## src/design/d16e_pkg.sv

```systemverilog
// Package: shared types, constants and codes of the delta-16 escape index encoder.
`default_nettype none
package d16e_pkg;

	localparam int unsigned COL_W       = 20;
	localparam int unsigned COL_BITS_DEF = 20;
	localparam int unsigned PREV_W      = COL_W + 1;
	localparam int unsigned GAP_W       = COL_W + 1;
	localparam int unsigned WORD_W      = 16;
	localparam int unsigned VALUE_W     = 32;

	localparam logic [WORD_W-1:0] ESCAPE_WORD = 16'hFFFF;

	// cmd field codes
	localparam logic CMD_BEGIN_ROW = 1'b0;
	localparam logic CMD_COLUMN    = 1'b1;

	// kind field codes
	localparam logic KIND_WORD   = 1'b0;
	localparam logic KIND_OFFSET = 1'b1;

	typedef enum logic [1:0] {
		ST_IDLE,
		ST_ESC_ZERO,
		ST_NEXT
	} d16e_state_t;

	// controller to datapath
	typedef struct packed {
		logic row_begin;  // begin-row request taken
		logic col_take;   // sparse column request taken
		logic esc_zero;   // emit second word of an escape pair
		logic next_word;  // emit next escape or final gap word
	} d16e_cmd_t;

	// datapath to controller
	typedef struct packed {
		logic slot_free;  // output register may be loaded this cycle
		logic skip;       // incoming column is dense
		logic new_big;    // incoming gap needs an escape
		logic held_big;   // held gap still needs an escape
	} d16e_status_t;

endpackage
`default_nettype wire

```

## src/design/d16e_if.sv

```systemverilog
// Interfaces: request and result channels of the delta-16 escape index encoder.
`default_nettype none
interface d16e_in_if;
	logic                       valid;
	logic                       ready;
	logic                       cmd;
	logic [d16e_pkg::COL_W-1:0] column;

	modport source (output valid, output cmd, output column, input ready);
	modport sink (input valid, input cmd, input column, output ready);
endinterface

interface d16e_out_if;
	logic                         valid;
	logic                         ready;
	logic                         kind;
	logic [d16e_pkg::VALUE_W-1:0] value;
	logic                         last;

	modport source (output valid, output kind, output value, output last, input ready);
	modport sink (input valid, input kind, input value, input last, output ready);
endinterface
`default_nettype wire

```

## src/design/delta16_escape_index_encoder.sv

```systemverilog
// Top level: delta-16 escape index encoder, controller plus datapath.
// Latency: a result is shown in the cycle after its request is taken.
// Words: one per begin-row or short gap request; a gap of g > 65535 takes
//   1 + 2*ceil((g - 65535) / 65535) words, one output register load per word.
// Dense columns are absorbed with no result; a new request waits until the last word is loaded.
// Reset (arst_n low) clears the state machine, dense limit, previous column and
//   stream length at once; no clearing pass is needed.
`default_nettype none
module delta16_escape_index_encoder #(
	parameter int unsigned COL_BITS = d16e_pkg::COL_BITS_DEF
) (
	input  wire logic                       clk,
	input  wire logic                       arst_n,
	input  wire logic                       cfg_we,
	input  wire logic [d16e_pkg::COL_W-1:0] cfg_wdata,
	d16e_in_if.sink                         in_ch,
	d16e_out_if.source                      out_ch
);
	import d16e_pkg::*;

	d16e_cmd_t    dp_cmd;
	d16e_status_t dp_status;

	// sequence each request; hold the request side while a long gap unrolls
	d16e_ctrl u_ctrl (
		.clk      (clk),
		.arst_n   (arst_n),
		.in_valid (in_ch.valid),
		.in_cmd   (in_ch.cmd),
		.in_ready (in_ch.ready),
		.status   (dp_status),
		.cmd      (dp_cmd)
	);

	// arithmetic, row state and the output register that parts the two sides
	d16e_dp #(
		.COL_BITS (COL_BITS)
	) u_dp (
		.clk       (clk),
		.arst_n    (arst_n),
		.cfg_we    (cfg_we),
		.cfg_wdata (cfg_wdata),
		.in_column (in_ch.column),
		.cmd       (dp_cmd),
		.status    (dp_status),
		.out_ready (out_ch.ready),
		.out_valid (out_ch.valid),
		.out_kind  (out_ch.kind),
		.out_value (out_ch.value),
		.out_last  (out_ch.last)
	);

`ifndef SYNTH
	// a stalled result blocks new requests
	a_stall_blocks_input: assert property (@(posedge clk) disable iff (!arst_n)
		out_ch.valid && !out_ch.ready |-> !in_ch.ready)
		else $error("request taken while result stalled");

	// an escape word is followed at once by its zero partner
	a_escape_pair: assert property (@(posedge clk) disable iff (!arst_n)
		out_ch.valid && out_ch.ready && out_ch.kind == KIND_WORD &&
		out_ch.value == 32'h0000FFFF && !out_ch.last
		|=> out_ch.valid && out_ch.value == 32'd0 && !out_ch.last)
		else $error("escape word without zero partner");

	// begin row yields one offset result in the next cycle
	a_begin_row: assert property (@(posedge clk) disable iff (!arst_n)
		in_ch.valid && in_ch.ready && in_ch.cmd == CMD_BEGIN_ROW
		|=> out_ch.valid && out_ch.kind == KIND_OFFSET && out_ch.last)
		else $error("begin row gave no offset result");
`endif

endmodule
`default_nettype wire

```

## src/design/d16e_ctrl.sv

```systemverilog
// Controller: sequences one request into its result words.
`default_nettype none
module d16e_ctrl (
	input  wire logic                   clk,
	input  wire logic                   arst_n,
	input  wire logic                   in_valid,
	input  wire logic                   in_cmd,
	output logic                        in_ready,
	input  wire d16e_pkg::d16e_status_t status,
	output d16e_pkg::d16e_cmd_t         cmd
);
	import d16e_pkg::*;

	d16e_state_t state_q;
	d16e_state_t state_next;
	logic        accept;

	assign in_ready = (state_q == ST_IDLE) && status.slot_free;
	assign accept   = in_valid && in_ready;

	always_ff @(posedge clk or negedge arst_n) begin
		if (!arst_n) begin
			state_q <= ST_IDLE;
		end else begin
			state_q <= state_next;
		end
	end

	// next state
	always_comb begin
		state_next = state_q;
		case (state_q)
			ST_IDLE: begin
				if (accept && in_cmd == CMD_COLUMN && !status.skip && status.new_big) begin
					state_next = ST_ESC_ZERO;
				end
			end
			ST_ESC_ZERO: begin
				if (status.slot_free) begin
					state_next = ST_NEXT;
				end
			end
			ST_NEXT: begin
				if (status.slot_free) begin
					state_next = status.held_big ? ST_ESC_ZERO : ST_IDLE;
				end
			end
			default: begin
				state_next = ST_IDLE;
			end
		endcase
	end

	// datapath commands
	always_comb begin
		cmd = '0;
		case (state_q)
			ST_IDLE: begin
				cmd.row_begin = accept && (in_cmd == CMD_BEGIN_ROW);
				cmd.col_take  = accept && (in_cmd == CMD_COLUMN) && !status.skip;
			end
			ST_ESC_ZERO: begin
				cmd.esc_zero = status.slot_free;
			end
			ST_NEXT: begin
				cmd.next_word = status.slot_free;
			end
			default: begin
				cmd = '0;
			end
		endcase
	end

endmodule
`default_nettype wire

```

## src/design/d16e_dp.sv

```systemverilog
// Datapath: gap arithmetic, row state, stream counter and output register.
`default_nettype none
module d16e_dp #(
	parameter int unsigned COL_BITS = d16e_pkg::COL_BITS_DEF
) (
	input  wire logic                         clk,
	input  wire logic                         arst_n,
	input  wire logic                         cfg_we,
	input  wire logic [d16e_pkg::COL_W-1:0]   cfg_wdata,
	input  wire logic [d16e_pkg::COL_W-1:0]   in_column,
	input  wire d16e_pkg::d16e_cmd_t          cmd,
	output d16e_pkg::d16e_status_t            status,
	input  wire logic                         out_ready,
	output logic                              out_valid,
	output logic                              out_kind,
	output logic [d16e_pkg::VALUE_W-1:0]      out_value,
	output logic                              out_last
);
	import d16e_pkg::*;

	localparam logic [GAP_W-1:0] WRAP_MASK = (GAP_W'(1) << COL_BITS) - GAP_W'(1);
	localparam logic [GAP_W-1:0] ESC_GAP   = GAP_W'(ESCAPE_WORD);

	logic [COL_W-1:0]   dense_q;
	logic [PREV_W-1:0]  prev_q;
	logic [VALUE_W-1:0] stream_q;
	logic [GAP_W-1:0]   gap_q;
	logic               valid_q;
	logic               kind_q;
	logic [VALUE_W-1:0] value_q;
	logic               last_q;

	logic [GAP_W:0]     diff;
	logic [GAP_W-1:0]   new_gap;
	logic               held_big;
	logic               new_big;
	logic               load;

	// gap to previous column; wrap modulo 2^COL_BITS when it goes negative
	assign diff    = {2'b00, in_column} - {prev_q[PREV_W-1], prev_q};
	assign new_gap = diff[GAP_W] ? (diff[GAP_W-1:0] & WRAP_MASK) : diff[GAP_W-1:0];
	assign new_big  = |new_gap[GAP_W-1:WORD_W];
	assign held_big = |gap_q[GAP_W-1:WORD_W];

	assign status.slot_free = !valid_q || out_ready;
	assign status.skip      = in_column < dense_q;
	assign status.new_big   = new_big;
	assign status.held_big  = held_big;

	assign load = cmd.row_begin || cmd.col_take || cmd.esc_zero || cmd.next_word;

	always_ff @(posedge clk or negedge arst_n) begin
		if (!arst_n) begin
			dense_q  <= '0;
			prev_q   <= '0;
			stream_q <= '0;
			valid_q  <= 1'b0;
		end else begin
			if (cfg_we) begin
				dense_q <= cfg_wdata;
			end
			if (cmd.row_begin) begin
				prev_q <= {1'b0, dense_q} - PREV_W'(1);
			end
			if (cmd.col_take) begin
				prev_q <= {1'b0, in_column};
			end
			if (cmd.col_take || cmd.esc_zero || cmd.next_word) begin
				stream_q <= stream_q + VALUE_W'(1);
			end
			if (load) begin
				valid_q <= 1'b1;
			end else if (out_ready) begin
				valid_q <= 1'b0;
			end
		end
	end

	// payload and held gap
	always_ff @(posedge clk) begin
		if (cmd.row_begin) begin
			kind_q  <= KIND_OFFSET;
			value_q <= stream_q;
			last_q  <= 1'b1;
		end else if (cmd.col_take) begin
			gap_q   <= new_gap;
			kind_q  <= KIND_WORD;
			value_q <= new_big ? VALUE_W'(ESCAPE_WORD) : VALUE_W'(new_gap);
			last_q  <= !new_big;
		end else if (cmd.esc_zero) begin
			gap_q   <= gap_q - ESC_GAP;
			kind_q  <= KIND_WORD;
			value_q <= '0;
			last_q  <= 1'b0;
		end else if (cmd.next_word) begin
			kind_q  <= KIND_WORD;
			value_q <= held_big ? VALUE_W'(ESCAPE_WORD) : VALUE_W'(gap_q);
			last_q  <= !held_big;
		end
	end

	assign out_valid = valid_q;
	assign out_kind  = kind_q;
	assign out_value = value_q;
	assign out_last  = last_q;

endmodule
`default_nettype wire

```

## src/flat_wrapper.sv

```systemverilog
// flat-port wrapper written by rule: the top's interface ports become plain ports
module delta16_escape_index_encoder_flat import d16e_pkg::*;
#(
	parameter int unsigned COL_BITS = d16e_pkg::COL_BITS_DEF
)
  (clk, arst_n, cfg_we, cfg_wdata, in_ch_valid, in_ch_cmd, in_ch_column, in_ch_ready, out_ch_valid, out_ch_kind, out_ch_value, out_ch_last, out_ch_ready);
  d16e_in_if in_ch_i ();
  d16e_out_if out_ch_i ();
  input  wire logic clk;
  input  wire logic arst_n;
  input  wire logic cfg_we;
  input  wire logic [d16e_pkg::COL_W-1:0] cfg_wdata;
  input wire logic [$bits(in_ch_i.valid)-1:0] in_ch_valid;
  input wire logic [$bits(in_ch_i.cmd)-1:0] in_ch_cmd;
  input wire logic [$bits(in_ch_i.column)-1:0] in_ch_column;
  output wire logic [$bits(in_ch_i.ready)-1:0] in_ch_ready;
  output wire logic [$bits(out_ch_i.valid)-1:0] out_ch_valid;
  output wire logic [$bits(out_ch_i.kind)-1:0] out_ch_kind;
  output wire logic [$bits(out_ch_i.value)-1:0] out_ch_value;
  output wire logic [$bits(out_ch_i.last)-1:0] out_ch_last;
  input wire logic [$bits(out_ch_i.ready)-1:0] out_ch_ready;
  assign in_ch_i.valid = in_ch_valid;
  assign in_ch_i.cmd = in_ch_cmd;
  assign in_ch_i.column = in_ch_column;
  assign in_ch_ready = in_ch_i.ready;
  assign out_ch_valid = out_ch_i.valid;
  assign out_ch_kind = out_ch_i.kind;
  assign out_ch_value = out_ch_i.value;
  assign out_ch_last = out_ch_i.last;
  assign out_ch_i.ready = out_ch_ready;
  delta16_escape_index_encoder #(.COL_BITS(COL_BITS)) u_core (.clk(clk), .arst_n(arst_n), .cfg_we(cfg_we), .cfg_wdata(cfg_wdata), .in_ch(in_ch_i), .out_ch(out_ch_i));
endmodule
```

## config.mk

```make
export PLATFORM = sky130hd
export DESIGN_NAME = delta16_escape_index_encoder_flat
export DESIGN_NICKNAME = d
export VERILOG_FILES = /design/src/design/d16e_pkg.sv /design/src/design/d16e_if.sv /design/src/design/delta16_escape_index_encoder.sv /design/src/design/d16e_ctrl.sv /design/src/design/d16e_dp.sv /design/src/flat_wrapper.sv
export SDC_FILE = /design/constraint.sdc
export NUM_CORES = 1
export LEC_CHECK = 0
export BUFFER_PORTS_ARGS = -buffer_cell sky130_fd_sc_hd__buf_2
export CORE_ASPECT_RATIO = 0.9
export CORE_MARGIN = 3
export CORE_UTILIZATION = 40
export CTS_CLUSTER_SIZE = 40
export DETAILED_ROUTE_END_ITERATION = 10
export PLACE_DENSITY_LB_ADDON = 0.25
export SYNTH_ARGS = -nofsm -noshare
export SYNTH_HDL_FRONTEND = slang
export SYNTH_HIERARCHICAL = 1
export SYNTH_SLANG_ARGS = --single-unit
export TNS_END_PERCENT = 100
```

## constraint.sdc

```tcl
create_clock -name clk -period 4.4 [get_ports clk]
set_input_delay 1.1 -clock clk [delete_from_list [all_inputs] [get_ports clk]]
set_output_delay 1.1 -clock clk [all_outputs]
set_load 0.02 [all_outputs]
```

==> results of run 1 <==
## worst max-delay path, stage by stage
cell       delay, ps
buf_2            110
ha_1             290
a21o_1           160
a21o_1           170
a21o_1           170
a21o_1           170
a2111oi_0        440
o31ai_1          140
a21oi_1          160
buf_4            160
nor3b_4           50
nor3_1           260
nor3b_1          140
nor2b_1          160
and2_1           180
and2b_1          200
nand3_1          140
nor2_1            70
xor2_1           140
## sequential cells by signal, summed over array words and instances (netlist names)
name	cells
u_core/u_dp/dense_q	20
u_core/u_dp/out_value	32
u_core/u_dp/out_last	1
u_core/u_dp/out_kind	1
u_core/u_dp/out_valid	1
u_core/u_dp/prev_q	21
u_core/u_dp/stream_q	32
u_core/u_ctrl/state_q	2
u_core/u_dp/gap_q	21
## area by class of cell
cell class | instances | area (sq um)
fillers | 1839 | 10000
multi-input cells | 633 | 4130
flip-flops and latches | 131 | 3530
repair buffers | 110 | 663
clock buffers | 17 | 425
well taps | 250 | 313
inverters | 47 | 176
clock inverters | 15 | 163
## logic make-up after synthesis
family	after synthesis	share of synthesized area
mux	5	0.00625
flops	131	0.441
buf+inv	80	0.0458
fa+ha+maj	43	0.0681
compound gates	218	0.173
simple gates	292	0.183
xor+xnor	75	0.0829
## synthesized netlist by cell type (3+ instances only)
cell / instances
a211oi_1: 3
a21boi_0: 4
a21o_1: 18
a21oi_1: 41
a21oi_2: 5
a311oi_1: 5
a31oi_1: 15
and2_1: 19
and3_1: 13
buf_1: 5
buf_4: 4
buf_6: 5
clkbuf_1: 15
dfrtp_1: 76
edfxtp_1: 53
ha_1: 42
inv_1: 47
mux2i_1: 5
nand2_1: 91
nand2b_1: 9
nand3_1: 30
nand3b_1: 4
nand4_1: 15
nor2_1: 66
nor2b_1: 3
nor3_1: 11
nor3b_1: 4
nor4_1: 6
o211ai_1: 4
o21ai_0: 82
o2bb2ai_1: 9
o31ai_1: 4
or3_1: 3
xnor2_1: 50
xor2_1: 24
## stage by stage
step | cells | TNS [ps] | setup slack [ps]
after floorplan | 844 | 0 | 10.2
after global placement | 1171 | -82.5 | -41.1
after CTS | 1203 | 0 | 287
final | 1203 | 0 | 289
after detailed placement | 1171 | -592 | -146
after global routing | 1203 | 0 | 13.4
## power groups by stage
stage	sequential (mW)	clock, mW	combinational (mW)
2_1_floorplan	2.13	0	1.76
3_3_place_gp	1.98	0	2.66
3_5_place_dp	1.99	0	2.68
4_1_cts	1.97	1.44	2.70
5_1_grt	2.01	1.50	2.98
6_report	1.97	1.41	2.69
## per-layer routing
metal,GRT usage,share of wire,vias to the layer above,wire (microns)
met1,0.260,0.51,2864,9400
met2,0.259,0.42,159,7690
met5,0,0,-,0
li1,-,-,3205,-
met4,0.0410,0.0097,0,178
met3,0.0355,0.054,19,991
## worst max path at each step
stage / start / to / slack, ps / cells after the start
4_1_cts: in_ch_column[1] / u_core/u_dp/stream_q[31] / 290 / 19
3_3_place_gp: in_ch_column[1] / u_core/u_dp/stream_q[31] / -40 / 19
2_1_floorplan: in_ch_column[1] / u_core/u_dp/out_value[0] / 10 / 11
6_report: in_ch_column[1] / u_core/u_dp/stream_q[31] / 290 / 19
3_5_place_dp: in_ch_column[1] / u_core/u_dp/stream_q[31] / -150 / 19
5_1_grt: in_ch_column[1] / u_core/u_dp/stream_q[31] / 10 / 19
==> summary.md, run 1 <==
| Metric | Value |
|---|---|
| Hold Crit Endpoint | u_core/u_dp/out_kind |
| Depth of the CTS H-tree | 4 |
| Period utilization | 0.934 |
| Net count after synthesis | 933 |
| CP endpoint kind | flip-flop |
| Latest clock arrival within the worst-skew pair | 420 ps |
| Starting density of the core | 0.413 |
| Hold slack | 448 ps |
| CTS tree | built |
| Most common cell after layout, fill and taps aside | nand2_1 |
| Outcome | finished clean |
| First-pass GRT wire length | 30.8 mm |
| Critical path type | in2reg |
| Crit path required time | 4710 ps |
| Via Count | 6247 |
| Comb power frac | 0.444 |
| Sequential area share after synthesis | 0.441 |
| Critical Path Source Type | input port |
| R2R cell count | 19 |
| Initial DRC count | 375 |
| Vias per cell | 5.19 |
| Ys Warns | 6 |
| Fmax | 243 MHz |
| Worst R2R End | u_core/u_dp/stream_q[31] |
| Mean Syn Cell Area | 9.49 sq um |
| Relative slew slack | 0.336 |
| Number of diodes | 0 |
| Final Hold Vio Count | 0 |
| Main flop type after synthesis | dfrtp_1 |
| Min-delay src | u_core/u_dp/out_kind |
| Synth Instances | 844 |
| Slew Limit Fails | 0 |
| Final setup vio count | 0 |
| CTS Buffer Depth | 2 |
| Fin nets | 1029 |
| Max IR drop VDD | roughly 320 uV |
| Row cnt | 48 |
| Total Wirelength | about 18 mm |
| Cell-internal power | 3.58 mW |
| Die extent in y | 140 microns |
| Post-route minimum period | 4110 ps |
| Max Cap Viol | 0 |
| GRT overflow | 0 |
| Cts hold-fix bufs | 0 |
| Sequential share of power | 0.324 |
| CP Max Fanout | 4 |
| # IOs | 82 |
| CTS clk-pin slew, worst paths | 60 ps |
| Area grow syn2layout | 17.3% |
| R2R Setup Slk | 620 ps |
| Drt pass-1 iters | 5 |
| Initial antenna violation count | 0 |
| Worst clock skew | between 9 and 10 ps |
| Largest area contributor in the synthesized netlist | dfrtp_1 |
| Post-CTS setup buffer count | 0 |
| #FFs+latches synth | about 130 |
| Clock sinks | approximately 130 |
| Final Core Density | 0.485 |
| Die area | 21800 sq um |
| Post-layout instance area | 9400 sq um |
| Post-synth EDFFs | 53 |
| Hold depth | 2 |
| Die W | 155 microns |
| Switch share | 0.410 |
| Synth cell types | between 70 and 80 |
| DRC | 0 |
| Antenna Violating Nets Remaining | 0 |
| # port buffers | 81 |
| Reg2reg start | u_core/u_dp/dense_q[1] |
| RD Place Congestion | 0.889 |
| Largest net degree at the start of global routing | 77 |
| Root Driver | clkbuf_16 |
| Vias in the first global route | ~6000 |
| Clk network pwr share | 0.232 |
| Average wire per standard cell | 15.2 microns |
| Clock buffer count from CTS | 17 |
| P_sw | 2.48 mW |
| RSZ-0062 raised after global routing | false |
| HP Class | reg2reg |
| Core Box Area | 19400 sq um |
| Mapped Area | 8010 sq um |
| Worst slew pin tran | roughly 1000 ps |
| Biggest area contributors in the synthesized netlist | dfrtp_1, edfxtp_1, ha_1, xnor2_1, o21ai_0 |
| Final HPWL from detailed placement | 13.5 mm |
| GRT Total Usage | 0.174 |
| Pwr Density | roughly 640 nW/um^2 |
| Most frequent cells in the layout | nand2_1, o21ai_0, buf_2 |
| Total Power | around 6.1 mW |
| Placed Area | 8810 sq um |
| FFs w/ async S/R, synth | 0.580 |
| Yosys top cell area share | 0.237 |
| Fraction of layout cells with a size suffix above 1 | 0.179 |
| Leakage power | 4.05 nW |
| Cts repair resizes | 0 |
| Worst EP arrival | ~4400 ps |
No activity file was read; power rests on OpenSTA's default activity.
==> run 2, diff against run 1 <==
--- a/config.mk
+++ b/config.mk
@@ -6,9 +6,10 @@
 export NUM_CORES = 1
 export LEC_CHECK = 0
 export BUFFER_PORTS_ARGS = -buffer_cell sky130_fd_sc_hd__buf_2
+export CAP_MARGIN = 10
 export CORE_ASPECT_RATIO = 0.9
 export CORE_MARGIN = 3
-export CORE_UTILIZATION = 40
+export CORE_UTILIZATION = 39
 export CTS_CLUSTER_SIZE = 40
 export DETAILED_ROUTE_END_ITERATION = 10
 export PLACE_DENSITY_LB_ADDON = 0.25
@@ -16,4 +17,4 @@
 export SYNTH_HDL_FRONTEND = slang
 export SYNTH_HIERARCHICAL = 1
 export SYNTH_SLANG_ARGS = --single-unit
-export TNS_END_PERCENT = 100
+export TNS_END_PERCENT = 30
==> run 2 against run 1 <==
Combinational power barely moved. Worst setup slack got worse by 59 ps. Sequential share of layout area rose by 0.16 points. Wire length fell by 0.10%. Critical endpoint unchanged. Highest routed layer unchanged.
==> summary.md, run 2 (same netlist as run 1, synthesis figures left out) <==
| Metric | Value |
|---|---|
| Crit-path cells | buf_2 -> ha_1 -> a21o_1 -> a21o_1 -> a21o_1 -> a21o_1 -> a2111oi_0 -> o31ai_1 -> a21oi_1 -> buf_4 -> nor3b_4 -> nor3_1 -> nor3b_1 -> nor2b_1 -> and2_1 -> and2b_1 -> nand3_1 -> nor2_1 -> xor2_1 |
| Fin nets | 1029 |
| Final Core Density | 0.467 |
| Die W | around 160 microns |
| Slew Limit Fails | 0 |
| Worst EP arrival | 4470 ps |
| Crit path required time | 4700 ps |
| GRT Total Usage | 0.168 |
| Outcome | finished clean |
| Post-layout instance area | about 9400 sq um |
| Reg2reg start | u_core/u_dp/dense_q[1] |
| Fmax | roughly 240 MHz |
| HP Class | reg2reg |
| R2R Setup Slk | 560 ps |
| Relative slew slack | 0.342 |
| GRT overflow | 0 |
| Cts hold-fix bufs | 0 |
| Critical path's slowest cell | a2111oi_0 |
| Most common cell after layout, fill and taps aside | nand2_1 |
| Final HPWL from detailed placement | 13.6 mm |
| CP Max Fanout | 4 |
| Crit. Startpoint | in_ch_column[1] |
| Final Hold Vio Count | 0 |
| Depth of the CTS H-tree | 4 |
| Most frequent cells in the layout | nand2_1, o21ai_0, buf_2 |
| Latest clock arrival within the worst-skew pair | about 420 ps |
| # port buffers | 81 |
| Number of diodes | 0 |
| RSZ-0062 raised after global routing | false |
| Max IR drop VDD | 305 uV |
| Total Wirelength | around 18 mm |
| Min-delay src | u_core/u_dp/out_kind |
| Leakage power | ~4 nW |
| Root Driver | clkbuf_16 |
| Via Count | 6329 |
| Largest net degree at the start of global routing | 77 |
| Starting density of the core | 0.400 |
| First-pass GRT wire length | 30.0 mm |
| Worst slew pin tran | 987 ps |
| # IOs | ~80 |
| Vias per cell | 5.24 |
| Sequential Area | 3530 sq um |
| Initial DRC count | a little over 300 |
| Final setup vio count | 0 |
| CTS tree | built |
| Core Box Area | 20000 sq um |
| Slowest stage delay, CP | 450 ps |
| Worst clock skew | 11.0 ps |
| Critical path type | in2reg |
| Clock buffer count from CTS | 17 |
| Vias in the first global route | 5815 |
| Critical Path Source Type | input port |
| Placed Area | 8790 sq um |
| Pwr Density | between 600 and 700 nW/um^2 |
| Row cnt | 49 |
| Die extent in y | 142 microns |
| Area of the multi-input gates | 4130 sq um |
| Crit-path most repeated cell | a21o_1 |
| CTS Buffer Depth | 2 |
| Initial antenna violation count | 0 |
| DRC | 0 |
| Die area | 22300 sq um |
| Post-CTS setup buffer count | 0 |
| Area grow syn2layout | 16.8% |
| CP endpoint kind | flip-flop |
| Antenna Violating Nets Remaining | 0 |
| Drt pass-1 iters | 5 |
| Cts repair resizes | 0 |
| Number of fill cells | between 1500 and 2000 |
| Clock sinks | 131 |
| Period utilization | 0.948 |
| CTS clk-pin slew, worst paths | 60 ps |
| RD Place Congestion | 0.896 |
| Average wire per standard cell | 15.1 microns |
| Fraction of layout cells with a size suffix above 1 | 0.179 |
| Post-route minimum period | 4170 ps |
| Max Cap Viol | 0 |
==> run 2: final timing paths <==
| path | endpoint | cells past startpoint |
|---|---|---|
| setup reg to reg | u_core/u_dp/stream_q[31] | 19 |
| hold reg to reg | u_core/u_dp/out_kind | 2 |
| max in group asynchronous | u_core/u_dp/prev_q[15] | 1 |
| hold / removal | u_core/u_dp/out_kind | 2 |
| setup / recovery | u_core/u_dp/stream_q[31] | 19 |
| min in group asynchronous | u_core/u_dp/stream_q[1] | 1 |
==> run 2: area by class of cell <==
| class | count | share of cell area |
|---|---|---|
| Inverter | 47 | 0.0188 |
| Tap cell | 255 | 0.0341 |
| Sequential cell | 131 | 0.377 |
| Clock inverter | 15 | 0.0151 |
| Timing Repair Buffer | 110 | 0.0682 |
| Clock buffer | 17 | 0.0454 |
| Multi-Input combinational cell | 633 | 0.441 |
==> run 2: stage by stage <==
stage	worst slack, ps	total power, mW	TNS (ps)	hold WS, ps	std cells
finish	231	6.03	0	444	1208
global route	83.0	6.48	0	483	1208
CTS	226	6.07	0	449	1208
detailed placement	-141	4.68	-395	440	1176
global placement	10.0	4.64	0	426	1176
floorplan	10.2	3.89	0	434	844
==> run 2: power by group <==
part	internal [mW]	switching, mW
sequential	1.75	0.204
combinational	1.02	1.70
clock	0.747	0.611
total	3.52	2.51
==> run 2: routing by layer <==
| layer | up-vias | wire length, microns | global-route usage | part of all wire |
|---|---|---|---|---|
| met3 | 15 | 790 | 0.0334 | 0.043 |
| met1 | 2964 | 9540 | 0.255 | 0.52 |
| met4 | 0 | 168 | 0.0416 | 0.0092 |
| met2 | 147 | 7740 | 0.247 | 0.42 |
| met5 | - | 0 | 0 | 0 |
| li1 | 3203 | - | - | - |
==> run 2: worst max-delay path, delay by kind of cell <==
family | cells | cell delay, ps
simple gates | 8 | 1170
xor+xnor | 1 | 140
buf+inv | 2 | 280
fa+ha+maj | 1 | 280
compound gates | 7 | 1480
